==> src/hw/rtl/tsc_pkg.sv <==
// ----------------------------------------------------------------------------
// tsc_pkg
// Shared constants, types and the sample pre-divide for the touch sample
// calibrate block.
// ----------------------------------------------------------------------------
package tsc_pkg;

  // Fixed design constants
  localparam int SAMPLE_DIV = 1;
  localparam int ADC_MAX_X  = 4095;
  localparam int ADC_MAX_Y  = 4095;
  localparam int COEF_SCALE = 65536;
  localparam int SCREEN_W   = 320;
  localparam int SCREEN_H   = 240;

  // Field and datapath widths
  localparam int SAMPLE_W = 12;
  localparam int EXTRA_W  = 8;
  localparam int COUNT_W  = 9;
  localparam int COORD_W  = 10;
  localparam int COEF_W   = 32;
  localparam int COEF_N   = 6;
  localparam int IX_W     = SAMPLE_W + 1;
  localparam int PROD_W   = IX_W + COEF_W;
  localparam int SUM_W    = PROD_W + 2;
  localparam int REM_W    = 31;

  // Stream data widths
  localparam int IN_TDATA_W  = 24;
  localparam int OUT_TDATA_W = 24;
  localparam int OUT_PAD_W   = OUT_TDATA_W - 2 * COORD_W;

  // Configuration port
  localparam int DATA_W    = 32;
  localparam int ADDR_W    = 5;
  localparam int REG_IDX_W = 3;

  localparam logic [REG_IDX_W-1:0] REG_EXTRA  = 3'd0;
  localparam logic [REG_IDX_W-1:0] REG_COEF_A = 3'd1;
  localparam logic [REG_IDX_W-1:0] REG_COEF_B = 3'd2;
  localparam logic [REG_IDX_W-1:0] REG_COEF_C = 3'd3;
  localparam logic [REG_IDX_W-1:0] REG_COEF_D = 3'd4;
  localparam logic [REG_IDX_W-1:0] REG_COEF_E = 3'd5;
  localparam logic [REG_IDX_W-1:0] REG_COEF_F = 3'd6;

  // Slots in the coefficient bank
  localparam int COEF_A_SEL = 0;
  localparam int COEF_B_SEL = 1;
  localparam int COEF_C_SEL = 2;
  localparam int COEF_D_SEL = 3;
  localparam int COEF_E_SEL = 4;
  localparam int COEF_F_SEL = 5;

  // Burst queue
  localparam int Q_DEPTH = 4;
  localparam int Q_AW    = $clog2(Q_DEPTH);
  localparam int Q_CW    = $clog2(Q_DEPTH + 1);

  // Reciprocal for the sample pre-divide
  localparam int RECIP_SHIFT = 24;
  localparam int RECIP       = (1 << RECIP_SHIFT) / SAMPLE_DIV;
  localparam int RECIP_PW    = SAMPLE_W + RECIP_SHIFT + 1;
  localparam int RECIP_RW    = SAMPLE_W + 5;

  // Reciprocal for the divide by COEF_SCALE. The dividend is below
  // 2**COORD_W * COEF_SCALE, so this shift keeps the estimate within one of
  // the true quotient and a single correction step finishes it.
  localparam int     QDIV_SHIFT = $clog2(COEF_SCALE) + COORD_W + 1;
  localparam longint QDIV_RECIP = (longint'(1) << QDIV_SHIFT) / COEF_SCALE;
  localparam int     QDIV_RW    = COORD_W + 3;
  localparam int     QDIV_PW    = REM_W + QDIV_RW;

  typedef logic [COEF_N-1:0][COEF_W-1:0] coef_bank_t;

  // One finished burst handed from the front to the back
  typedef struct packed {
    logic                touch;
    logic [SAMPLE_W-1:0] avg_y;
    logic [SAMPLE_W-1:0] avg_x;
  } burst_t;

  // Sample divided by SAMPLE_DIV: reciprocal multiply, then one correction step
  function automatic logic [SAMPLE_W-1:0] div_sample(input logic [SAMPLE_W-1:0] v);
    logic [RECIP_PW-1:0] prod;
    logic [SAMPLE_W-1:0] q0;
    logic [RECIP_RW-1:0] qd;
    logic [RECIP_RW-1:0] r;
    prod = RECIP_PW'(v) * RECIP_PW'(RECIP);
    q0   = prod[RECIP_SHIFT +: SAMPLE_W];
    qd   = RECIP_RW'(q0) * RECIP_RW'(SAMPLE_DIV);
    r    = RECIP_RW'(v) - qd;
    if (r >= RECIP_RW'(SAMPLE_DIV)) begin
      return q0 + 1'b1;
    end
    return q0;
  endfunction

endpackage

==> src/hw/rtl/tsc_front.sv <==
// ----------------------------------------------------------------------------
// tsc_front
// Accepts raw samples, keeps the running average and burst count, and pushes
// one entry into the burst queue at the end of every burst.
// ----------------------------------------------------------------------------
module tsc_front import tsc_pkg::*; (
  input  logic                  clk,
  input  logic                  rst,
  input  logic                  s_tvalid,
  output logic                  s_tready,
  input  logic [IN_TDATA_W-1:0] s_tdata,   // raw_x, raw_y
  input  logic [EXTRA_W-1:0]    extra_samples,
  input  logic                  q_full,
  output logic                  push,
  output burst_t                entry
);

  logic [SAMPLE_W-1:0] avg_x;
  logic [SAMPLE_W-1:0] avg_y;
  logic [COUNT_W-1:0]  burst_count;

  logic [SAMPLE_W-1:0] avg_x_next;
  logic [SAMPLE_W-1:0] avg_y_next;
  logic [COUNT_W-1:0]  burst_count_next;

  logic [SAMPLE_W-1:0] div_x;
  logic [SAMPLE_W-1:0] div_y;
  logic [SAMPLE_W-1:0] smp_x;
  logic [SAMPLE_W-1:0] smp_y;
  logic [SAMPLE_W:0]   sum_x;
  logic [SAMPLE_W:0]   sum_y;
  logic                accept;
  logic                burst_end;
  logic                touch;

  assign s_tready = !q_full;
  assign accept   = s_tvalid && s_tready;

  assign div_x = div_sample(s_tdata[SAMPLE_W-1:0]);
  assign div_y = div_sample(s_tdata[2*SAMPLE_W-1:SAMPLE_W]);

  // Pen up on either axis zeroes both
  assign smp_x = (div_x == '0 || div_y == '0) ? '0 : div_x;
  assign smp_y = (div_x == '0 || div_y == '0) ? '0 : div_y;

  assign sum_x = {1'b0, avg_x} + {1'b0, smp_x};
  assign sum_y = {1'b0, avg_y} + {1'b0, smp_y};

  always_comb begin
    priority if (burst_count == '0) begin
      avg_x_next       = smp_x;
      avg_y_next       = smp_y;
      burst_end        = (extra_samples == '0);
      burst_count_next = burst_end ? '0 : COUNT_W'(1);
      touch            = (smp_x != '0);
    end else if (smp_x == '0) begin
      // Pen lifted mid-burst: end now, no touch
      avg_x_next       = '0;
      avg_y_next       = '0;
      burst_end        = 1'b1;
      burst_count_next = '0;
      touch            = 1'b0;
    end else begin
      avg_x_next       = sum_x[SAMPLE_W:1];
      avg_y_next       = sum_y[SAMPLE_W:1];
      burst_end        = (burst_count >= {1'b0, extra_samples});
      burst_count_next = burst_end ? '0 : burst_count + 1'b1;
      touch            = (sum_x[SAMPLE_W:1] != '0);
    end
  end

  assign push        = accept && burst_end;
  assign entry.touch = touch;
  assign entry.avg_x = avg_x_next;
  assign entry.avg_y = avg_y_next;

  always_ff @(posedge clk) begin
    if (rst) begin
      avg_x       <= '0;
      avg_y       <= '0;
      burst_count <= '0;
    end else if (accept) begin
      avg_x       <= avg_x_next;
      avg_y       <= avg_y_next;
      burst_count <= burst_count_next;
    end
  end

`ifndef ASSERT_OFF
  a_count_range: assert property (@(posedge clk) disable iff (rst)
    burst_count[COUNT_W-1] == 1'b0)
    else $error("burst count left the 8-bit range");

  a_push_on_accept: assert property (@(posedge clk) disable iff (rst)
    push |-> (s_tvalid && !q_full))
    else $error("burst pushed without an accepted sample");

  a_touch_nonzero: assert property (@(posedge clk) disable iff (rst)
    (push && entry.touch) |-> (entry.avg_x != '0))
    else $error("touch flagged with a zero x average");
`endif

endmodule

==> config.mk <==
export PLATFORM = sky130hd
export DESIGN_NAME = tsc_front
export DESIGN_NICKNAME = d
export VERILOG_FILES = /design/src/hw/rtl/tsc_pkg.sv /design/src/hw/rtl/tsc_front.sv
export SDC_FILE = /design/constraint.sdc
export NUM_CORES = 1
export LEC_CHECK = 0
export BUFFER_PORTS_ARGS = -buffer_cell sky130_fd_sc_hd__buf_2
export CAP_MARGIN = 20
export CORE_UTILIZATION = 50
export CTS_CLUSTER_SIZE = 16
export DETAILED_ROUTE_END_ITERATION = 10
export PLACE_DENSITY = 0.71
export SYNTH_ARGS = -nofsm -noshare
export SYNTH_HDL_FRONTEND = slang
export SYNTH_SLANG_ARGS = --single-unit
==> constraint.sdc <==
create_clock -name clk -period 12.55 [get_ports clk]
set_input_delay 2.51 -clock clk [delete_from_list [all_inputs] [get_ports clk]]
set_output_delay 2.51 -clock clk [all_outputs]
set_load 0.05 [all_outputs]
==> impl_metrics.json <==
{
  "max_cap_viol_count": 0,
  "p_clk_share_pct": 26.9,
  "r2r_slack_ps": 9650,
  "synth_ff_type": "dfxtp_1",
  "setup_viol": 0,
  "finalMaxSlewViolations": 0,
  "drt-total-wl_um": 8560,
  "die_height_um": 80.9,
  "holdBufCountCts": 0,
  "port_buffers": 62,
  "fin_crit_ps": 8850,
  "die_w_um": 80.9,
  "rows": 28,
  "ys_top_cells_by_area": "dfxtp_1 (21%), ha_1 (13%), nand2_1 (9.4%)",
  "mappedNetlistArea_mm2": 0.00311,
  "synthTopCellsByCount": "nand2_1 (78), a21oi_1 (44), dfxtp_1 (33)",
  "fill_cells": 603,
  "hold_viol": 0,
  "drive_above_1_share_pct": 16.4,
  "drtIter0Drc": 169,
  "ant_nets": 0,
  "worst_clock_skew_ps": 3.18,
  "wire_per_inst_um": 15.2,
  "r2r_end": "burst_count[0]",
  "cp-start-kind": "input pin",
  "netlist-cell-type-count": 50,
  "grt_max_degree": 32,
  "crit_required_ps": 10040,
  "cts.clk_slew.worst_paths_ps": 70,
  "yosysMostFrequentCell": "nand2_1",
  "ys_ff_latch": 33,
  "wl_met3_um": 572,
  "max_freq_ghz": 0.113,
  "r2r.worst_path.cells": 8,
  "synth_fp_nets": 504,
  "power_density_mw_per_mm2": 110,
  "clock-sinks": 33,
  "final_util_pct": 59.9,
  "cts.repair.resized": 0,
  "wl_met1_um": 3970,
  "swShare_pct": 42.0,
  "cts_tree": "done",
  "die_area_mm2": 0.00654,
  "end_kind": "output pin",
  "rsz0062_at_grt": "false",
  "start_util_pct": 52.2,
  "p_sw_mw": 0.165,
  "cts-htree-levels": 2,
  "vias_per_cell": 5.83,
  "cts_inserted_buffers": 5,
  "tightest_slew_ps": 1050,
  "nets": 556,
  "area_growth_pct": 14.7,
  "yosys_warnings": 0,
  "antenna_found_initial": 0,
  "ios": 63,
  "grt_pass1_vias": 2998,
  "wl_met2_um": 3910,
  "crit_type": "input pin to output pin",
  "cts.path.max_buffers": 2,
  "synth_edf_count": 0,
  "worstHoldStart": "avg_y[0]",
  "regArea_um2": 661,
  "intPower_mw": 0.228,
  "grt_usage_pct": 27.8,
  "hold_path_depth": 2,
  "timing.setup.tns_ps": 0,
  "cts-root-buf": "clkbuf_8",
  "p_seq_share_pct": 29.2,
  "cp.arrival_ps": 6340,
  "dp_slack_ps": 3750,
  "post_cts_buffers": 0,
  "ys_seq_area_share_pct": 21.2,
  "syn_area_per_cell_um2": 7.16,
  "synth_top_cell_area_share_pct": 21.2,
  "multi_input_area_mm2": 0.00231,
  "ys_async_sr_fraction_pct": 0,
  "highest_layer": "met4",
  "run_status": "finished clean",
  "grt_pass1_wl_um": 14100,
  "r2r_start": "burst_count[0]",
  "setup_slack_ps": 3700,
  "antenna_cells": 0,
  "syn-instance-count": 434,
  "grt_overflow": 0,
  "irDropWorstVdd_mv": 0.0534,
  "hold_path_class": "flip-flop to flip-flop",
  "leakage_nw": 1.68,
  "worstHoldEndpoint": "avg_y[0]",
  "num_vias": 3277,
  "power_frac_comb_pct": 43.9,
  "drtPass1Iterations": 4,
  "yosysTopAreaCell": "dfxtp_1",
  "critical_path.max_fanout": 21,
  "dpl.hpwl_um": 6400,
  "post-route-period-util_pct": 70.5,
  "drc_errors": 0,
  "slew_headroom_pct": 29.7,
  "clk_latency_ps": 290,
  "gp_congestion": 0.969,
  "core_area_mm2": 0.00596
}
## through the flow
stage,cells,area (µm²),hold WS (ps),power (mW)
floorplan,434,3110,432,0.247
global placement,554,3450,444,0.287
detailed placement,554,3450,445,0.287
CTS,562,3570,455,0.393
global route,562,3570,475,0.415
finish,562,3570,460,0.392
## critical path, stage by stage
cell	delay (ps)
buf_2	110
nor4_1	330
nand3_1	540
and2_1	420
and3_1	220
fa_1	410
a211oi_1	380
o21bai_1	130
a21oi_1	190
xnor2_1	110
nor4_1	350
nand3b_1	150
nor4_2	160
a21oi_1	100
buf_2	240
## sequential cells by signal, indices dropped and copies added (netlist names)
signal,count
avg_x,12
avg_y,12
burst_count,9
## how the worst max path moves through the flow
stage / startpoint / endpoint / slack (ps) / cells past startpoint
3_5_place_dp: s_tdata[0] / entry[24] / 3750 / 15
3_3_place_gp: s_tdata[19] / entry[24] / 3780 / 15
4_1_cts: s_tdata[19] / entry[24] / 3740 / 15
6_report: s_tdata[19] / entry[24] / 3700 / 15
2_1_floorplan: s_tdata[4] / entry[8] / 4330 / 15
5_1_grt: s_tdata[4] / entry[24] / 3330 / 15
## cells in the final DEF, fill, tap and decap left out, types with 6 or more instances in the layout
cell      netlist  routed
and3_1         20      20
and2_1         12      12
inv_1          17      17
a21oi_1        44      44
nand2_1        78      78
nor2_1         27      27
a21o_1         10      10
xnor2_1         9       9
ha_1           32      32
clkbuf_8        0       6
nor4_1         16      16
dfxtp_1        33      33
nand3_1         9       9
o21ai_0        21      21
xor2_1         13      13
nor3_1          9       9
buf_2           3      62
## power groups by stage
stage	combinational (mW)	sequential, mW	clock, mW
after global placement	0.170	0.117	0
after floorplan	0.131	0.116	0
after detailed placement	0.171	0.117	0
after CTS	0.171	0.114	0.107
after global routing	0.188	0.115	0.112
final	0.172	0.115	0.106
## metal layers
metal / GRT usage (%) / up-vias
met2: 47.1 / 106
met4: 8.04 / 0
met5: 0 / -
met1: 36.7 / 1507
met3: 3.48 / 11
li1: - / 1653
## cell type report
type                       count  share of cell area [%]
clock inverter                 1                   0.842
tap                           75                    2.63
clock buffer                   7                    2.42
multi-input combinational    365                    64.7
inverter                      17                    1.79
timing repair buffer          64                    9.12
sequential                    33                    18.5
## cells by family after synthesis
family          Yosys count  synth area share [%]
compound gates          109                  21.4
simple gates            197                  31.3
mux                       3                  1.01
buf+inv                  36                  4.59
flops                    33                  21.2
fa+ha+maj                34                  14.2
xor+xnor                 22                  6.20
No activity file was read; power rests on OpenSTA's default activity.
