--- config.mk ---
export PLATFORM = sky130hd
export DESIGN_NAME = tsc_back
export DESIGN_NICKNAME = d
export VERILOG_FILES = /design/src/hw/rtl/tsc_pkg.sv /design/src/hw/rtl/tsc_back.sv
export SDC_FILE = /design/constraint.sdc
export NUM_CORES = 2
export LEC_CHECK = 0
export BUFFER_PORTS_ARGS = -buffer_cell sky130_fd_sc_hd__buf_2
export CORE_MARGIN = 5
export CORE_UTILIZATION = 60
export CTS_CLUSTER_SIZE = 25
export DETAILED_ROUTE_END_ITERATION = 10
export PLACE_DENSITY_LB_ADDON = 0.12
export SYNTH_ARGS = -nofsm -noshare
export SYNTH_HDL_FRONTEND = slang
export SYNTH_SLANG_ARGS = --single-unit
--- constraint.sdc ---
create_clock -name clk -period 19.2 [get_ports clk]
set_input_delay 1.92 -clock clk [delete_from_list [all_inputs] [get_ports clk]]
set_output_delay 1.92 -clock clk [all_outputs]
set_load 0.02 [all_outputs]
--- src/hw/rtl/tsc_pkg.sv ---
// ----------------------------------------------------------------------------
// tsc_pkg
// Shared constants, types and the sample pre-divide for the touch sample
// calibrate block.
// ----------------------------------------------------------------------------
package tsc_pkg;

  // Fixed design constants
  localparam int SAMPLE_DIV = 1;
  localparam int ADC_MAX_X  = 4095;
  localparam int ADC_MAX_Y  = 4095;
  localparam int COEF_SCALE = 65536;
  localparam int SCREEN_W   = 320;
  localparam int SCREEN_H   = 240;

  // Field and datapath widths
  localparam int SAMPLE_W = 12;
  localparam int EXTRA_W  = 8;
  localparam int COUNT_W  = 9;
  localparam int COORD_W  = 10;
  localparam int COEF_W   = 32;
  localparam int COEF_N   = 6;
  localparam int IX_W     = SAMPLE_W + 1;
  localparam int PROD_W   = IX_W + COEF_W;
  localparam int SUM_W    = PROD_W + 2;
  localparam int REM_W    = 31;

  // Stream data widths
  localparam int IN_TDATA_W  = 24;
  localparam int OUT_TDATA_W = 24;
  localparam int OUT_PAD_W   = OUT_TDATA_W - 2 * COORD_W;

  // Configuration port
  localparam int DATA_W    = 32;
  localparam int ADDR_W    = 5;
  localparam int REG_IDX_W = 3;

  localparam logic [REG_IDX_W-1:0] REG_EXTRA  = 3'd0;
  localparam logic [REG_IDX_W-1:0] REG_COEF_A = 3'd1;
  localparam logic [REG_IDX_W-1:0] REG_COEF_B = 3'd2;
  localparam logic [REG_IDX_W-1:0] REG_COEF_C = 3'd3;
  localparam logic [REG_IDX_W-1:0] REG_COEF_D = 3'd4;
  localparam logic [REG_IDX_W-1:0] REG_COEF_E = 3'd5;
  localparam logic [REG_IDX_W-1:0] REG_COEF_F = 3'd6;

  // Slots in the coefficient bank
  localparam int COEF_A_SEL = 0;
  localparam int COEF_B_SEL = 1;
  localparam int COEF_C_SEL = 2;
  localparam int COEF_D_SEL = 3;
  localparam int COEF_E_SEL = 4;
  localparam int COEF_F_SEL = 5;

  // Burst queue
  localparam int Q_DEPTH = 4;
  localparam int Q_AW    = $clog2(Q_DEPTH);
  localparam int Q_CW    = $clog2(Q_DEPTH + 1);

  // Reciprocal for the sample pre-divide
  localparam int RECIP_SHIFT = 24;
  localparam int RECIP       = (1 << RECIP_SHIFT) / SAMPLE_DIV;
  localparam int RECIP_PW    = SAMPLE_W + RECIP_SHIFT + 1;
  localparam int RECIP_RW    = SAMPLE_W + 5;

  // Reciprocal for the divide by COEF_SCALE. The dividend is below
  // 2**COORD_W * COEF_SCALE, so this shift keeps the estimate within one of
  // the true quotient and a single correction step finishes it.
  localparam int     QDIV_SHIFT = $clog2(COEF_SCALE) + COORD_W + 1;
  localparam longint QDIV_RECIP = (longint'(1) << QDIV_SHIFT) / COEF_SCALE;
  localparam int     QDIV_RW    = COORD_W + 3;
  localparam int     QDIV_PW    = REM_W + QDIV_RW;

  typedef logic [COEF_N-1:0][COEF_W-1:0] coef_bank_t;

  // One finished burst handed from the front to the back
  typedef struct packed {
    logic                touch;
    logic [SAMPLE_W-1:0] avg_y;
    logic [SAMPLE_W-1:0] avg_x;
  } burst_t;

  // Sample divided by SAMPLE_DIV: reciprocal multiply, then one correction step
  function automatic logic [SAMPLE_W-1:0] div_sample(input logic [SAMPLE_W-1:0] v);
    logic [RECIP_PW-1:0] prod;
    logic [SAMPLE_W-1:0] q0;
    logic [RECIP_RW-1:0] qd;
    logic [RECIP_RW-1:0] r;
    prod = RECIP_PW'(v) * RECIP_PW'(RECIP);
    q0   = prod[RECIP_SHIFT +: SAMPLE_W];
    qd   = RECIP_RW'(q0) * RECIP_RW'(SAMPLE_DIV);
    r    = RECIP_RW'(v) - qd;
    if (r >= RECIP_RW'(SAMPLE_DIV)) begin
      return q0 + 1'b1;
    end
    return q0;
  endfunction

endpackage

--- src/hw/rtl/tsc_back.sv ---
// ----------------------------------------------------------------------------
// tsc_back
// Inverts the burst average, applies the affine transform, range checks it and
// divides by the coefficient scale with a reciprocal multiply and one
// correction step.
// ----------------------------------------------------------------------------
module tsc_back import tsc_pkg::*; (
  input  logic                   clk,
  input  logic                   rst,
  input  coef_bank_t             coef,
  input  logic                   q_empty,
  input  burst_t                 q_entry,
  output logic                   pop,
  output logic                   m_tvalid,
  input  logic                   m_tready,
  output logic [OUT_TDATA_W-1:0] m_tdata,  // screen_x, screen_y, zero pad
  output logic                   m_tuser   // pen_down
);

  localparam logic signed [SUM_W-1:0] LIM_X = SUM_W'(SCREEN_W * COEF_SCALE);
  localparam logic signed [SUM_W-1:0] LIM_Y = SUM_W'(SCREEN_H * COEF_SCALE);
  localparam logic signed [SUM_W-1:0] NEG_K = SUM_W'(-COEF_SCALE);

  localparam logic [QDIV_RW-1:0] RECIP_K = QDIV_RW'(QDIV_RECIP);
  localparam logic [REM_W-1:0]   K_REM   = REM_W'(COEF_SCALE);

  logic en;

  // Stage 1: inverted averages
  logic                   s1_vld;
  logic                   s1_touch;
  logic signed [IX_W-1:0] s1_ix;
  logic signed [IX_W-1:0] s1_iy;

  // Stage 2: products
  logic                     s2_vld;
  logic                     s2_touch;
  logic signed [PROD_W-1:0] s2_pax;
  logic signed [PROD_W-1:0] s2_pbx;
  logic signed [PROD_W-1:0] s2_pdy;
  logic signed [PROD_W-1:0] s2_pey;

  // Stage 3: scaled sums
  logic                    s3_vld;
  logic                    s3_touch;
  logic signed [SUM_W-1:0] s3_sx;
  logic signed [SUM_W-1:0] s3_sy;

  logic ok_x;
  logic ok_y;
  logic pen_c;

  // Stage 4: range-checked dividends
  logic             d_vld;
  logic             d_pen;
  logic [REM_W-1:0] d_remx;
  logic [REM_W-1:0] d_remy;

  // Stage 5: quotient estimates
  logic               e_vld;
  logic               e_pen;
  logic [REM_W-1:0]   e_remx;
  logic [REM_W-1:0]   e_remy;
  logic [COORD_W-1:0] e_qx;
  logic [COORD_W-1:0] e_qy;

  // Output stage: corrected quotients
  logic               o_vld;
  logic               o_pen;
  logic [COORD_W-1:0] o_qx;
  logic [COORD_W-1:0] o_qy;

  logic [QDIV_PW-1:0] prod_x;
  logic [QDIV_PW-1:0] prod_y;
  logic [REM_W-1:0]   res_x;
  logic [REM_W-1:0]   res_y;

  // Whole pipeline advances unless the output holds a result not yet taken
  assign en  = !o_vld || m_tready;
  assign pop = en && !q_empty;

  // A negative sum above -COEF_SCALE truncates to zero, which is on screen
  assign ok_x  = s3_sx[SUM_W-1] ? (s3_sx > NEG_K) : (s3_sx < LIM_X);
  assign ok_y  = s3_sy[SUM_W-1] ? (s3_sy > NEG_K) : (s3_sy < LIM_Y);
  assign pen_c = s3_touch && ok_x && ok_y;

  // Quotient estimate is the true quotient or one below it
  assign prod_x = QDIV_PW'(d_remx) * QDIV_PW'(RECIP_K);
  assign prod_y = QDIV_PW'(d_remy) * QDIV_PW'(RECIP_K);

  assign res_x = e_remx - REM_W'(e_qx) * K_REM;
  assign res_y = e_remy - REM_W'(e_qy) * K_REM;

  always_ff @(posedge clk) begin
    if (rst) begin
      s1_vld <= 1'b0;
      s2_vld <= 1'b0;
      s3_vld <= 1'b0;
      d_vld  <= 1'b0;
      e_vld  <= 1'b0;
      o_vld  <= 1'b0;
    end else if (en) begin
      s1_vld <= pop;
      s2_vld <= s1_vld;
      s3_vld <= s2_vld;
      d_vld  <= s3_vld;
      e_vld  <= d_vld;
      o_vld  <= e_vld;
    end
  end

  always_ff @(posedge clk) begin
    if (en) begin
      s1_touch <= q_entry.touch;
      s1_ix    <= IX_W'(ADC_MAX_X) - {1'b0, q_entry.avg_x};
      s1_iy    <= IX_W'(ADC_MAX_Y) - {1'b0, q_entry.avg_y};

      s2_touch <= s1_touch;
      s2_pax   <= $signed(coef[COEF_A_SEL]) * s1_ix;
      s2_pbx   <= $signed(coef[COEF_B_SEL]) * s1_iy;
      s2_pdy   <= $signed(coef[COEF_D_SEL]) * s1_ix;
      s2_pey   <= $signed(coef[COEF_E_SEL]) * s1_iy;

      s3_touch <= s2_touch;
      s3_sx    <= SUM_W'(s2_pax) + SUM_W'(s2_pbx) + SUM_W'($signed(coef[COEF_C_SEL]));
      s3_sy    <= SUM_W'(s2_pdy) + SUM_W'(s2_pey) + SUM_W'($signed(coef[COEF_F_SEL]));

      // Anything off screen or without touch enters the divider as zero
      d_pen  <= pen_c;
      d_remx <= (pen_c && !s3_sx[SUM_W-1]) ? s3_sx[REM_W-1:0] : '0;
      d_remy <= (pen_c && !s3_sy[SUM_W-1]) ? s3_sy[REM_W-1:0] : '0;

      e_pen  <= d_pen;
      e_remx <= d_remx;
      e_remy <= d_remy;
      e_qx   <= prod_x[QDIV_SHIFT +: COORD_W];
      e_qy   <= prod_y[QDIV_SHIFT +: COORD_W];

      // Bump the estimate when a whole divisor is still left over
      o_pen <= e_pen;
      o_qx  <= (res_x >= K_REM) ? e_qx + 1'b1 : e_qx;
      o_qy  <= (res_y >= K_REM) ? e_qy + 1'b1 : e_qy;
    end
  end

  assign m_tvalid = o_vld;
  assign m_tdata  = {{OUT_PAD_W{1'b0}}, o_qy, o_qx};
  assign m_tuser  = o_pen;

`ifndef ASSERT_OFF
  a_no_pen_zero: assert property (@(posedge clk) disable iff (rst)
    (m_tvalid && !m_tuser) |-> (m_tdata == '0))
    else $error("result without pen_down carries nonzero coordinates");

  a_x_on_screen: assert property (@(posedge clk) disable iff (rst)
    m_tvalid |-> ({1'b0, o_qx} < (COORD_W + 1)'(SCREEN_W)))
    else $error("screen_x beyond screen width");

  a_y_on_screen: assert property (@(posedge clk) disable iff (rst)
    m_tvalid |-> ({1'b0, o_qy} < (COORD_W + 1)'(SCREEN_H)))
    else $error("screen_y beyond screen height");

  a_stall_freezes: assert property (@(posedge clk) disable iff (rst)
    !en |=> ($stable(s1_vld) && $stable(s3_vld) && $stable(o_vld)))
    else $error("pipeline moved while output stalled");
`endif

endmodule

==> flow_summary_export.csv <==
group,metric,value,unit
worst_setup_path,crit_type,"input port to register",
worst_setup_path,crit_arrival,7.68,ns
cts,clk_path_buf_depth,3,
global_routing,grt_util_met1,0.3522,
synthesis,synthAdderAreaFrac,0.4783,
cts,cts_root_buffer,"clkbuf_16",
worst_setup_path,r2r_start,"s1_iy[3]",
worst_setup_path,startpoint_type,"input port",
worst_setup_path,rrSetupSlack,12.18,ns
cts,cts.sinks,390,
floorplan,die_w,359.3,um
worst_setup_path,cp_num_buf_inv,6,
synthesis,yosys_warnings,0,
route,vias,51749,
sta,period_needed,7.263,ns
sta,worst_slew_pin_slew,1.205,ns
worst_setup_path,path_cells,"buf_2 -> and2_1 -> fa_1 -> inv_1 -> fa_1 -> inv_1 -> fa_1 -> fa_1 -> inv_1 -> fa_1 -> inv_1 -> ha_1 -> inv_1 -> o41ai_1 -> a32oi_1 -> a21oi_1 -> nor2_1 -> o21a_1 -> o211ai_1 -> nand2_1 -> o311ai_0",
cts,post_cts_resized,0,
global_routing,antenna_found_initial,18,
floorplan,start_util,0.6022,
final_layout,n_fill_cell,10328,
worst_setup_path,cp_slowest_cell,"fa_1",
worst_setup_path,cp.required,19.62,ns
worst_setup_path,max_stage_delay,0.53,ns
cts,cts_max_level,2,
route,firstDrtPassIters,7,
sta,tns,0,ns
route,viasPerCell,5.491,
worst_setup_path,r2r_end,"s2_pbx[44]",
sta,maxSlewHeadroom,0.1968,
placed_design,dp_hpwl,141200,um
synthesis,synth_top_family_by_area,"adder cells",
sta,rsz0062_at_grt,"false",
route,routed_wl,177200,um
floorplan,die-area,129100,sq um
synthesis,yosys_register_bits,390,
floorplan,coreArea,121600,sq um
global_routing,grt_pass1_wl,292300,um
route,wl_per_cell,18.80,um
route,drc,0,
final_layout,seq_area,11650,sq um
final_layout,final_nets,9903,
final_layout,multi_input_area,53330,sq um
global_routing,top_usage_layer,"met2",
min_path,min_path_type,"register to register",
cts,holdBufCountCts,0,
worst_setup_path,path_depth,21,
synthesis,synthMuxAreaShare,0.001008,
outcome,status,"finished clean",
sta,fin_skew,0.03793,ns
worst_setup_path,setup.worst_path.end,"s2_pdy[43]",
sta,finalCritPeriodShare,0.3783,
synthesis,yosysUniqueCellTypes,87,
cts,numCtsBuffers,50,
floorplan,die_y,359.3,um
global_routing,track_usage,0.2819,
synthesis,mappedNetlistArea,73200,sq um
synthesis,ys.flop_type,"edfxtp_1",
synthesis,syn_inst,7767,
synthesis,synth_edf_count,384,
cts,cts_tree,"built",
synthesis,async_reset_ff_frac,0,
final_layout,syn_to_final_growth,5.469,%
synthesis,synth_simple_gate_area_frac,0.1494,
synthesis,yosysSeqAreaShare,0.1592,
worst_setup_path,crit_family,"adder cells",
worst_setup_path,endpoint_kind,"register",
cts,insertion_delay,0.63,ns
final_layout,layout-drive-gt1-share,0.05198,
sta,drv_slew,0,
sta,hold_viol,0,
sta,timing.fmax,0.1377,GHz
global_routing,grt_overflow,0,
cts,postCtsSetupRepairBufs,0,
global_routing,met3_usage,0.03816,
placed_design,routabilityCongestion,0.9073,
global_routing,grt_pass1_vias,56350,
route,dr.first_iter.drc_count,3108,
placed_design,port_buffers,243,
floorplan,core.rowCount,128,
worst_setup_path,critPathLaunch,"coef[101]",
job,max-cap-violations,0,
route,ant_nets,0,
global_routing,grt.met2_usage,0.5027,
worst_setup_path,cp_max_fo,12,
sta,setup_viol_count_final,0,
global_routing,grt_max_degree,129,
synthesis,synthXorXnorAreaFrac,0.03099,
worst_setup_path,ff2ff_path_depth,21,
cts,path_clk_slew,0.05,ns
synthesis,synth.avg_cell_area,9.425,sq um
synthesis,synth-compound-area-share,0.06799,
floorplan,io_pins,248,
-- synthesized netlist by cell type, drive strengths merged (26+ instances only) --
library cell,instances,area [sq um]
inv,1837,6895
fa,1444,28910
nand2,1013,3802
and2,721,4511
ha,488,6106
edfxtp,384,11530
clkbuf,350,1314
a21oi,230,1159
xnor2,181,1585
nor2,147,551.8
a21o,146,1096
o21ai,125,629.4
xor2,78,683.2
nand3,68,345.3
nand4,60,375.4
nor3,43,215.2
and3,33,206.5
a211oi,32,240.2
nor2b,30,187.7
o21a,30,225.2
a31oi,29,200.2
nor4,29,181.4
nand2b,26,162.7
-- per-stage QoR --
stage	setup WS (ns)	cells	cell area (sq um)	util	hold slack (ns)
floorplan	8.909	7783	73260	-	0.4003
global placement	11.42	9323	75390	0.6202	0.4021
detailed placement	11.35	9323	75390	0.6202	0.4045
CTS	12.00	9416	77190	0.6350	0.4180
global route	11.66	9420	77200	0.6351	0.4285
finish	11.94	9425	77210	0.6352	0.4161
-- per-layer routing --
metal,up-vias,wire (um)
met5,-,50
met4,8,7729
met3,398,9759
met2,1433,90480
met1,26418,69210
li1,23492,-
-- logic make-up (layout without fill, tap and decap cells) --
kind of cell | Yosys count | in the layout
AOI/OAI and AO/OA | 756 | 756
xor gates and xnor gates | 259 | 259
adders and majority gates | 1932 | 1932
buffers and inverters | 2199 | 2207
DFF | 390 | 390
muxes | 7 | 7
other | 1 | 26
and+or+nand+nor | 2223 | 2223
-- final cells by class --
cell class	count	share of cell area
flip-flops and latches	390	0.1509
repair buffers	277	0.01906
clock buffers	53	0.01635
diodes	9	0.0002917
multi-input cells	5194	0.6908
clock inverters	40	0.006855
well taps	1625	0.02633
inverters	1837	0.08941
-- state kept, by name, summed over array words and instances (netlist names), 10 cells and up --
name and count:
d_remx 15, e_remx 15, e_remy 15, s1_iy 12, o_qx 10, s1_ix 12
s2_pbx 45, s3_sy 47, s2_pax 45, o_qy 10, s2_pdy 45, s3_sx 47
s2_pey 45, d_remy 15
-- worst min path at each step --
stage / start / endpoint / depth (start not counted) / slack [ns]
floorplan: d_pen / e_pen / 0 / 0.40
global placement: d_remy[28] / e_remy[28] / 0 / 0.40
detailed placement: d_remx[29] / e_remx[29] / 0 / 0.40
CTS: d_remx[29] / e_remx[29] / 0 / 0.42
global route: d_remx[21] / e_remx[21] / 0 / 0.43
finish: d_remx[29] / e_remx[29] / 0 / 0.42
-- cells in the final DEF, fill, tap and decap left out, types with 8 or more instances in the layout --
cell type / netlist / layout
a211oi_1: 32 / 32
a21o_1: 146 / 146
a21oi_1: 228 / 228
a31oi_1: 26 / 26
and2_1: 721 / 721
and3_1: 33 / 33
and4_1: 8 / 8
buf_2: 7 / 243
buf_4: 4 / 34
bufinv_16: 0 / 11
clkbuf_16: 0 / 50
clkinv_1: 0 / 8
conb_1: 1 / 17
diode_2: 0 / 9
edfxtp_1: 384 / 384
fa_1: 1444 / 1444
ha_1: 488 / 488
inv_1: 1837 / 1836
inv_6: 0 / 9
nand2_1: 1013 / 1013
nand2b_1: 26 / 26
nand3_1: 67 / 67
nand4_1: 60 / 60
nor2_1: 147 / 147
nor2b_1: 30 / 30
nor3_1: 43 / 43
nor4_1: 29 / 29
o2111ai_1: 9 / 9
o211ai_1: 21 / 21
o21a_1: 30 / 30
o21ai_0: 118 / 118
o21bai_1: 21 / 21
o311ai_0: 8 / 8
o31ai_1: 14 / 14
or2_2: 12 / 12
or3_1: 9 / 9
xnor2_1: 181 / 181
xor2_1: 78 / 78
Power is left out: the tool's default activity adds up to more than one toggle a clock period on the data nets, which glitch-free logic cannot reach.
