--- src/hw/rtl/tsc_pkg.sv ---
// ----------------------------------------------------------------------------
// tsc_pkg
// Shared constants, types and the sample pre-divide for the touch sample
// calibrate block.
// ----------------------------------------------------------------------------
package tsc_pkg;

  // Fixed design constants
  localparam int SAMPLE_DIV = 1;
  localparam int ADC_MAX_X  = 4095;
  localparam int ADC_MAX_Y  = 4095;
  localparam int COEF_SCALE = 65536;
  localparam int SCREEN_W   = 320;
  localparam int SCREEN_H   = 240;

  // Field and datapath widths
  localparam int SAMPLE_W = 12;
  localparam int EXTRA_W  = 8;
  localparam int COUNT_W  = 9;
  localparam int COORD_W  = 10;
  localparam int COEF_W   = 32;
  localparam int COEF_N   = 6;
  localparam int IX_W     = SAMPLE_W + 1;
  localparam int PROD_W   = IX_W + COEF_W;
  localparam int SUM_W    = PROD_W + 2;
  localparam int REM_W    = 31;

  // Stream data widths
  localparam int IN_TDATA_W  = 24;
  localparam int OUT_TDATA_W = 24;
  localparam int OUT_PAD_W   = OUT_TDATA_W - 2 * COORD_W;

  // Configuration port
  localparam int DATA_W    = 32;
  localparam int ADDR_W    = 5;
  localparam int REG_IDX_W = 3;

  localparam logic [REG_IDX_W-1:0] REG_EXTRA  = 3'd0;
  localparam logic [REG_IDX_W-1:0] REG_COEF_A = 3'd1;
  localparam logic [REG_IDX_W-1:0] REG_COEF_B = 3'd2;
  localparam logic [REG_IDX_W-1:0] REG_COEF_C = 3'd3;
  localparam logic [REG_IDX_W-1:0] REG_COEF_D = 3'd4;
  localparam logic [REG_IDX_W-1:0] REG_COEF_E = 3'd5;
  localparam logic [REG_IDX_W-1:0] REG_COEF_F = 3'd6;

  // Slots in the coefficient bank
  localparam int COEF_A_SEL = 0;
  localparam int COEF_B_SEL = 1;
  localparam int COEF_C_SEL = 2;
  localparam int COEF_D_SEL = 3;
  localparam int COEF_E_SEL = 4;
  localparam int COEF_F_SEL = 5;

  // Burst queue
  localparam int Q_DEPTH = 4;
  localparam int Q_AW    = $clog2(Q_DEPTH);
  localparam int Q_CW    = $clog2(Q_DEPTH + 1);

  // Reciprocal for the sample pre-divide
  localparam int RECIP_SHIFT = 24;
  localparam int RECIP       = (1 << RECIP_SHIFT) / SAMPLE_DIV;
  localparam int RECIP_PW    = SAMPLE_W + RECIP_SHIFT + 1;
  localparam int RECIP_RW    = SAMPLE_W + 5;

  // Reciprocal for the divide by COEF_SCALE. The dividend is below
  // 2**COORD_W * COEF_SCALE, so this shift keeps the estimate within one of
  // the true quotient and a single correction step finishes it.
  localparam int     QDIV_SHIFT = $clog2(COEF_SCALE) + COORD_W + 1;
  localparam longint QDIV_RECIP = (longint'(1) << QDIV_SHIFT) / COEF_SCALE;
  localparam int     QDIV_RW    = COORD_W + 3;
  localparam int     QDIV_PW    = REM_W + QDIV_RW;

  typedef logic [COEF_N-1:0][COEF_W-1:0] coef_bank_t;

  // One finished burst handed from the front to the back
  typedef struct packed {
    logic                touch;
    logic [SAMPLE_W-1:0] avg_y;
    logic [SAMPLE_W-1:0] avg_x;
  } burst_t;

  // Sample divided by SAMPLE_DIV: reciprocal multiply, then one correction step
  function automatic logic [SAMPLE_W-1:0] div_sample(input logic [SAMPLE_W-1:0] v);
    logic [RECIP_PW-1:0] prod;
    logic [SAMPLE_W-1:0] q0;
    logic [RECIP_RW-1:0] qd;
    logic [RECIP_RW-1:0] r;
    prod = RECIP_PW'(v) * RECIP_PW'(RECIP);
    q0   = prod[RECIP_SHIFT +: SAMPLE_W];
    qd   = RECIP_RW'(q0) * RECIP_RW'(SAMPLE_DIV);
    r    = RECIP_RW'(v) - qd;
    if (r >= RECIP_RW'(SAMPLE_DIV)) begin
      return q0 + 1'b1;
    end
    return q0;
  endfunction

endpackage

--- src/hw/rtl/tsc_queue.sv ---
// ----------------------------------------------------------------------------
// tsc_queue
// Short FIFO of finished bursts between the front and the back.
// ----------------------------------------------------------------------------
module tsc_queue import tsc_pkg::*; (
  input  logic   clk,
  input  logic   rst,
  input  logic   push,
  input  burst_t wr_entry,
  output logic   full,
  input  logic   pop,
  output burst_t rd_entry,
  output logic   empty
);

  burst_t          mem [Q_DEPTH];
  logic [Q_AW-1:0] wr_ptr;
  logic [Q_AW-1:0] rd_ptr;
  logic [Q_CW-1:0] count;

  assign full     = (count == Q_CW'(Q_DEPTH));
  assign empty    = (count == '0);
  assign rd_entry = mem[rd_ptr];

  always_ff @(posedge clk) begin
    if (push) begin
      mem[wr_ptr] <= wr_entry;
    end
  end

  always_ff @(posedge clk) begin
    if (rst) begin
      wr_ptr <= '0;
      rd_ptr <= '0;
      count  <= '0;
    end else begin
      if (push) begin
        wr_ptr <= wr_ptr + 1'b1;
      end
      if (pop) begin
        rd_ptr <= rd_ptr + 1'b1;
      end
      if (push && !pop) begin
        count <= count + 1'b1;
      end else if (pop && !push) begin
        count <= count - 1'b1;
      end
    end
  end

`ifndef ASSERT_OFF
  a_no_overflow: assert property (@(posedge clk) disable iff (rst)
    !(push && full))
    else $error("burst queue overflow");

  a_no_underflow: assert property (@(posedge clk) disable iff (rst)
    !(pop && empty))
    else $error("burst queue underflow");

  a_count_bound: assert property (@(posedge clk) disable iff (rst)
    count <= Q_CW'(Q_DEPTH))
    else $error("burst queue count out of range");
`endif

endmodule

--- config.mk ---
export PLATFORM = sky130hd
export DESIGN_NAME = tsc_queue
export DESIGN_NICKNAME = d
export VERILOG_FILES = /design/src/hw/rtl/tsc_pkg.sv /design/src/hw/rtl/tsc_queue.sv
export SDC_FILE = /design/constraint.sdc
export NUM_CORES = 1
export LEC_CHECK = 0
export BUFFER_PORTS_ARGS = -buffer_cell sky130_fd_sc_hd__buf_2
export CORE_AREA = 2 2 86 88
export CTS_CLUSTER_DIAMETER = 40
export CTS_CLUSTER_SIZE = 12
export DETAILED_ROUTE_END_ITERATION = 10
export DIE_AREA = 0 0 88 90
export GPL_ROUTABILITY_DRIVEN = 0
export PLACE_DENSITY_LB_ADDON = 0.05
export SETUP_SLACK_MARGIN = 0.2
export SYNTH_ARGS = -nofsm -noshare
export SYNTH_HDL_FRONTEND = slang
export SYNTH_SLANG_ARGS = --single-unit
--- constraint.sdc ---
create_clock -name clk -period 3.1 [get_ports clk]
set_input_delay 0.465 -clock clk [delete_from_list [all_inputs] [get_ports clk]]
set_output_delay 0.465 -clock clk [all_outputs]
set_load 0.01 [all_outputs]
==> results.yml, run 1 <==
detailed_routing:
  vias_per_cell: 5.33
  dr.first_iter.drc_count: 108
  totalWireLength_mm: 6.18
  wire_per_inst_um: 18.1
  drc: 0
  dr.pass1.iters: 4
  ant_nets: 0
  vias: 1824
logic_synthesis:
  yosys_warnings: 0
  syn_inst: 175
  synth-edff-count: 100
  synth_top_flop_cell: "edfxtp_1"
  ys_ff_latch: 109
  yosys.cell_types.count: 23
  seq_area_frac_synth_pct: 78.0
  avgSynthCellArea_sq_um: 23.3
  async_flop_share_pct: 0
  syn_area_sq_mm: 0.00408
  syn_nets: 210
sta:
  period_minus_slack_ps: 2430
  fin_crit_sh_pct: 78.5
  rsz0062_at_grt: "false"
  slew_violations: 0
  fin_tns_setup_ps: 0
  worst_pin_slew_ps: 384
  fmax_ghz: 0.411
  fin_worst_skew_ps: 9.63
  hold_viol: 0
  setup_viol_count_final: 0
  slew_headroom_pct: 74.4
cells_and_area:
  syn2layout_area_growth_pct: 13.0
  final_common_cell: "edfxtp_1"
  nets: 275
  final_cell_mix: "edfxtp_1 (100), buf_2 (55), mux4_2 (20), clkbuf_8 (9), dfxtp_1 (8)"
  final_area_sq_mm: 0.00461
  num_antenna_cells: 0
  drive_gt1_share_pct: 39.1
  fillers: 477
floorplan:
  die_y_um: 90
  io_pins: 56
  die_area_sq_mm: 0.00792
  fp.coreArea_sq_mm: 0.00702
  start_util_pct: 58.1
  die_w_um: 88
  core.rowCount: 31
setup_path:
  arrival_ps: 1970
  crit_path_max_incr_delay_ps: 560
  path_cells: "buf_4, mux4_2, buf_2"
  worstSetupStartpointType: "flop"
  critical_path_class: "flop to output port"
  cp_max_fo: 16
  crit_slowest_cell: "mux4_2"
  end_kind: "output port"
  cp.required_ps: 2630
global_route:
  grt_pass1_vias: 1967
  overflow: 0
  grt_usage_pct: 17.1
  grt_pass1_wl_mm: 9.70
  grt_max_degree: 26
  grt_antenna_before_repair: 0
clock_network:
  post_cts_buffers: 0
  cts_resized: 0
  clk_path_buf_depth: 2
  cts_root_buf: "clkbuf_8"
  cts_tree: "built"
  cts-hold-fix-buffers: 0
  path_clk_slew_ps: 90
  clk_latency_ps: 360
  cts_max_level: 3
  clock_sinks: 109
  numCtsBuffers: 9
run_status:
  outcome: "finished clean"
place:
  portBuffers: 55
  post_dp_cell_area_sq_mm: 0.00446
  dp_hpwl_mm: 3.87
power:
  vdd_drop_max_v: 0.000315
  p_leak_nw: 1.59
  p_per_area_mw_per_mm2: 592
min_path:
  hold_path_class: "input port to flop"
flow_run:
  cap_violations: 0
[flip-flops by register name, summed over array words and instances, names as in the netlist, named ones only]
register,count
mem,100
count,3
rd_ptr,2
wr_ptr,2
[worst max-delay path: cells and delay by family, from the launching register on]
kind,cells,cell delay [ps]
buf+inv,2,540
flops,1,510
mux,1,560
[report_power, final]
part,switching (mW),total (mW),internal (mW)
Combinational,0.158,0.310,0.151
Clock,0.426,0.708,0.282
Sequential,0.0303,1.71,1.68
Total,0.615,2.73,2.12
[synth_stat cells, types with 2 or more instances]
master	instances	share of area, %
edfxtp_1	100	74
inv_1	4	0.37
nor2_1	7	0.64
xor2_1	3	0.64
mux4_1	5	3.2
dfxtp_1	9	4.4
mux4_2	20	11
and2_1	4	0.61
buf_12	2	0.98
ha_1	5	1.5
buf_2	2	0.25
mux2i_1	2	0.49
xnor2_1	2	0.43
[routing by layer]
metal	part of all wire, %	vias to the layer above	GRT usage, %	wire length [um]
met4	2.6	0	9.49	160
met2	51	49	27.7	3140
met3	5.1	12	4.04	317
met1	41	921	21.1	2560
li1	-	842	-	-
met5	0	-	0	0
[path summary, 6_finish.rpt]
check / slack [ps] / start / cells after the start / to
min reg2reg: 520 / count[2] / 2 / count[2]
max reg2reg: 1620 / count[0] / 4 / count[2]
max: 670 / flop / 3 / rd_entry[8]
min: 320 / wr_entry[18] / 1 / mem[0][18]
[logic make-up after synthesis]
family / Yosys count / synth area share, %
flip-flops: 109 / 78.0
adder cells (fa/ha/maj): 6 / 2.02
AO/OA/AOI/OAI: 2 / 0.245
AND/OR/NAND/NOR: 15 / 1.81
buffers and inverters: 11 / 2.08
multiplexers: 27 / 14.8
XOR/XNOR: 5 / 1.07
[through the flow]
stage               utilization (%)  setup slack, ps  hold slack (ps)  power, mW  std cells
CTS                            65.7              601              304       2.76        342
detailed placement             63.5              999              502       2.07        328
global placement               63.5             1010              477       2.05        328
floorplan                         -             1370              466       1.95        175
finish                         65.7              667              316       2.73        342
global route                   65.7              531              303       2.85        342
[final cells by class]
class / instances / area (sq um) / area share [%]
repair buffers: 61 / 320 / 6.95
inverters: 4 / 15.0 / 0.326
clock buffers: 10 / 128 / 2.77
flip-flops and latches: 109 / 3180 / 69.1
well taps: 99 / 124 / 2.69
clock inverters: 4 / 27.5 / 0.597
multi-input cells: 55 / 812 / 17.6
(Power assumes the default switching activity.)
==> run 2, diff against run 1 <==
CORE_AREA = 2 2 93 95   (was 2 2 86 88)
DIE_AREA = 0 0 95 97   (was 0 0 88 90)
clock period = 2.15 ns   (was 3.1 ns; I/O delays follow)
==> run 2 against run 1 <==
Against the previous run: power grew 58%; cell count is 4.1% higher; clock power rose by 91%; highest routed layer unchanged; largest cell class unchanged.
==> results.yml, run 2 (synthesized netlist as in run 1, its figures left out) <==
sta:
  fin_tns_setup_ps: 0
  slew_violations: 0
  hold_viol: 0
  fin_worst_skew_ps: 8.25
  fmax_ghz: 0.516
  worst_pin_slew_ps: 262
  setup_viol_count_final: 0
  rsz0062_at_grt: "true"
  slew_headroom_pct: 82.4
  fin_crit_sh_pct: 90.1
  period_minus_slack_ps: 1940
cells_and_area:
  num_antenna_cells: 0
  final_cell_mix: "edfxtp_1 (100), buf_2 (55), mux4_2 (23), buf_4 (10), clkbuf_8 (9)"
  fin_cells: 356
  top_register: "mem"
  final_area_sq_mm: 0.00475
  syn2layout_area_growth_pct: 16.5
  largest_reg_flops: 100
  final_common_cell: "edfxtp_1"
  regArea_sq_mm: 0.00319
  largestRegisters: "mem x100, count x3"
  fillers: 622
  multiInputGateArea_sq_um: 801
  nets: 281
  drive_gt1_share_pct: 42.6
place:
  dp_hpwl_mm: 4.37
  place_inst: 340
  post_dp_cell_area_sq_mm: 0.00451
  portBuffers: 55
clock_network:
  clk_path_buf_depth: 2
  post_cts_buffers: 0
  cts_tree: "built"
  clock_sinks: 109
  numCtsBuffers: 9
  cts_root_buf: "clkbuf_8"
  path_clk_slew_ps: 100
  cts_max_level: 3
  clk_latency_ps: 360
floorplan:
  fp.coreArea_sq_mm: 0.00813
  io_pins: 56
  die_w_um: 95
  core.rowCount: 33
  start_util_pct: 50.2
  die_y_um: 97
  die_area_sq_mm: 0.00922
setup_path:
  arrival_ps: 1620
  crit_slowest_cell: "mux4_1"
  cp.required_ps: 1830
  end_kind: "output port"
  critical_path_class: "flop to output port"
  cp_max_fo: 11
  crit_path_max_incr_delay_ps: 570
  worstSetupStartpointType: "flop"
  path_cells: "buf_12, mux4_1, buf_2"
detailed_routing:
  vias_per_cell: 5.24
  vias: 1864
  dr.first_iter.drc_count: 106
  wire_per_inst_um: 18.3
  drc: 0
  totalWireLength_mm: 6.53
  ant_nets: 0
  dr.pass1.iters: 4
global_route:
  grt_max_degree: 20
  overflow: 0
  grt_usage_pct: 15.8
  grt_antenna_before_repair: 0
  grt_pass1_vias: 2150
  grt_pass1_wl_mm: 10.6
power:
  p_sw_uw: 964
  p_per_area_mw_per_mm2: 905
  p_leak_nw: 1.66
  switching_share_pct: 22.4
  p_comb_share_pct: 11.3
  total_power_mw: 4.30
  vdd_drop_max_v: 0.000482
  internal_power_mw: 3.34
  power_frac_seq_pct: 57.3
  pwr-share-clk_pct: 31.4
run_status:
  outcome: "finished clean"
flow_run:
  cap_violations: 0
min_path:
  hold_path_class: "input port to flop"
[run 2: cell types whose count changed in the layout (fill, tap and decap cells not counted), sizes merged]
| cell | change |
|---|---|
| inv | +2 |
| bufinv | +2 |
| buf | +6 |
| clkinv | +2 |
| clkinvlp | -3 |
| clkbuf | -1 |
[run 2: layout make-up]
cell class | instances | share of cell area, %
inverter | 4 | 0.316
clock buffer | 9 | 2.61
timing repair buffer | 67 | 8.21
multi-input combinational | 55 | 16.8
tap | 105 | 2.76
clock inverter | 7 | 2.24
sequential | 109 | 67.0
[run 2: worst max-delay path, delay by kind of cell (launching register included)]
kind	cells	cell delay, ps
multiplexers	1	570
flip-flops	1	380
buffers and inverters	2	310
[run 2: what timing repair did]
action | CTS | global route
pin swaps | 0 | 0
hold buffers | 0 | 0
endpoints found under the hold margin | 0 | 0
gates resized for setup | 6 | 4
setup endpoints to repair | 21 | 18
[run 2: power groups by stage]
stage	Clock, mW	Combinational, mW	Sequential [mW]
5_1_grt	1.47	0.533	2.48
2_1_floorplan	0	0.307	2.50
3_3_place_gp	0	0.464	2.50
4_1_cts	1.38	0.495	2.47
3_5_place_dp	0	0.485	2.51
6_report	1.35	0.486	2.47
[run 2: final timing paths]
path,startpoint,end,slack (ps),cells past startpoint
worst max-delay path,flop,rd_entry[21],210,3
worst min-delay path,wr_entry[17],mem[1][17],170,1
worst max register to register,count[0],count[2],650,4
worst min register to register,count[2],count[2],520,2
[run 2: layer usage]
layer / vias to the layer above / part of all wire [%] / track usage (%) / routed length, um
met2: 50 / 53 / 27.4 / 3490
met4: 0 / 1.4 / 5.57 / 89
met1: 951 / 40 / 19.0 / 2620
met5: - / 0 / 0 / 0
met3: 8 / 5.0 / 3.89 / 329
li1: 855 / - / - / -
[run 2: metrics by stage]
stage	utilization, %	setup WS (ps)	hold WS (ps)
after floorplan	-	567	421
after global placement	55.4	407	480
after detailed placement	55.4	345	509
after CTS	58.5	173	157
after global routing	58.5	158	159
final	58.5	212	174
==> run 3, diff against run 2 <==
clock period = 1.7 ns   (was 2.15 ns; I/O delays follow)
==> run 3 against run 2 <==
Against the previous run: the run now ends with negative setup slack left; global-route usage about the same; clock skew is 2.1 ps higher; sequential power up 26%; critical path depth unchanged; cell count fell by 1.1%.
==> results.yml, run 3 (synthesized netlist as in run 1, its figures left out) <==
run_status:
  outcome: "complete, but fails checks"
  violations: "negative setup slack"
global_route:
  overflow: 0
  grt_pass1_vias: 2030
  grt_max_degree: 26
  grt_usage_pct: 15.8
  grt_antenna_before_repair: 0
  grt_pass1_wl_mm: 10.6
detailed_routing:
  vias: 1834
  dr.pass1.iters: 4
  vias_per_cell: 5.21
  wire_per_inst_um: 18.6
  ant_nets: 0
  totalWireLength_mm: 6.56
  dr.first_iter.drc_count: 93
  drc: 0
sta:
  slew_violations: 0
  fin_worst_skew_ps: 10.3
  hold_viol: 0
  slew_headroom_pct: 73.2
  fmax_ghz: 0.536
  layout_setup_ws_ps: -166
  rsz0062_at_grt: "true"
  worst_pin_slew_ps: 402
  setup_viol_count_final: 25
  fin_crit_sh_pct: 110
  period_minus_slack_ps: 1870
cells_and_area:
  top_register: "mem"
  final_cell_mix: "edfxtp_1 (100), buf_2 (41), mux4_2 (25), buf_6 (15), clkbuf_8 (9)"
  largest_reg_flops: 100
  num_antenna_cells: 0
  nets: 277
  syn2layout_area_growth_pct: 17.8
  final_common_cell: "edfxtp_1"
  final_core_util_pct: 59.1
  largestRegisters: "mem x100, count x3"
  fin_cells: 352
  drive_gt1_share_pct: 45.3
clock_network:
  cts_tree: "built"
  clock_sinks: 109
  path_clk_slew_ps: 100
  clk_latency_ps: 360
  cts_root_buf: "clkbuf_8"
  cts_max_level: 3
  cts-hold-fix-buffers: 0
  numCtsBuffers: 9
  clk_path_buf_depth: 2
  post_cts_buffers: 0
place:
  dp_hpwl_mm: 4.02
  place_inst: 335
  dp_slack_ps: -16.8
  portBuffers: 55
power:
  vdd_drop_max_v: 0.000592
  total_power_mw: 5.38
  p_leak_nw: 1.66
  p_per_area_mw_per_mm2: 1120
floorplan:
  die_y_um: 97
  io_pins: 56
  fp.coreArea_sq_mm: 0.00813
  start_util_pct: 50.2
  die_w_um: 95
  core.rowCount: 33
  die_area_sq_mm: 0.00922
setup_path:
  r2r-start: "count[0]"
  cp.required_ps: 1440
  end_kind: "output port"
  r2r_slack_ps: 260
  critical_path_class: "flop to output port"
  worstSetupStartpointType: "flop"
  cp_max_fo: 10
  arrival_ps: 1610
  ff2ff_path_depth: 4
  rr_endpoint: "count[2]"
min_path:
  hold_path_depth: 1
  holdCritStartpoint: "wr_entry[1]"
  min_to: "mem[3][1]"
  hold_path_class: "input port to flop"
flow_run:
  cap_violations: 0
==> run 3: changes by cell type in the layout (fill, tap and decap cells not counted), moves of 2 or more <==
cell,change
buf_2,-14
and2_4,+3
and2_1,-4
buf_4,-5
buf_6,+15
mux4_1,-2
mux4_2,+2
==> run 3: worst max-delay path by stage <==
stage,endpoint,slack [ps]
after detailed placement,count[2],-20
after global routing,rd_entry[10],-220
after global placement,count[2],80
final,rd_entry[10],-170
after CTS,rd_entry[10],-200
after floorplan,count[2],220
==> run 3: critical path, stage by stage (launching register included) <==
cell	delay, ps
dfxtp_4	410
buf_12	170
mux4_2	540
buf_6	140
==> run 3: layout make-up <==
cell class,instances,area (sq um)
clock buffer,9,124
clock inverter,7,81.3
fill,608,3330
inverter,4,15.0
multi-input combinational,55,807
sequential,109,3190
tap,105,131
timing repair buffer,63,459
==> run 3: layer usage <==
layer / routed length (um) / track usage (%) / up-vias
li1: - / - / 845
met1: 2860 / 20.7 / 941
met2: 3390 / 26.2 / 41
met3: 241 / 3.43 / 7
met4: 68 / 5.35 / 0
met5: 0 / 0 / -
==> run 3: power by group <==
group          switching [mW]  internal (mW)
logic                   0.323          0.364
registers              0.0548           3.07
clock network           0.861          0.702
total                    1.24           4.14
==> run 3: per-stage QoR <==
| step | hold slack [ps] | TNS (ps) | area, sq um |
|---|---|---|---|
| floorplan | 354 | 0 | 4090 |
| global placement | 465 | 0 | 4490 |
| detailed placement | 473 | -16.8 | 4490 |
| CTS | 85.7 | -4090 | 4760 |
| global route | 87.3 | -4790 | 4810 |
| finish | 103 | -3300 | 4810 |
==> run 3: repair_timing <==
| item | in CTS | in global routing |
|---|---|---|
| cloned | 1 | 0 |
| setup endpoints to repair | 100 | 26 |
| resized for setup | 18 | 8 |
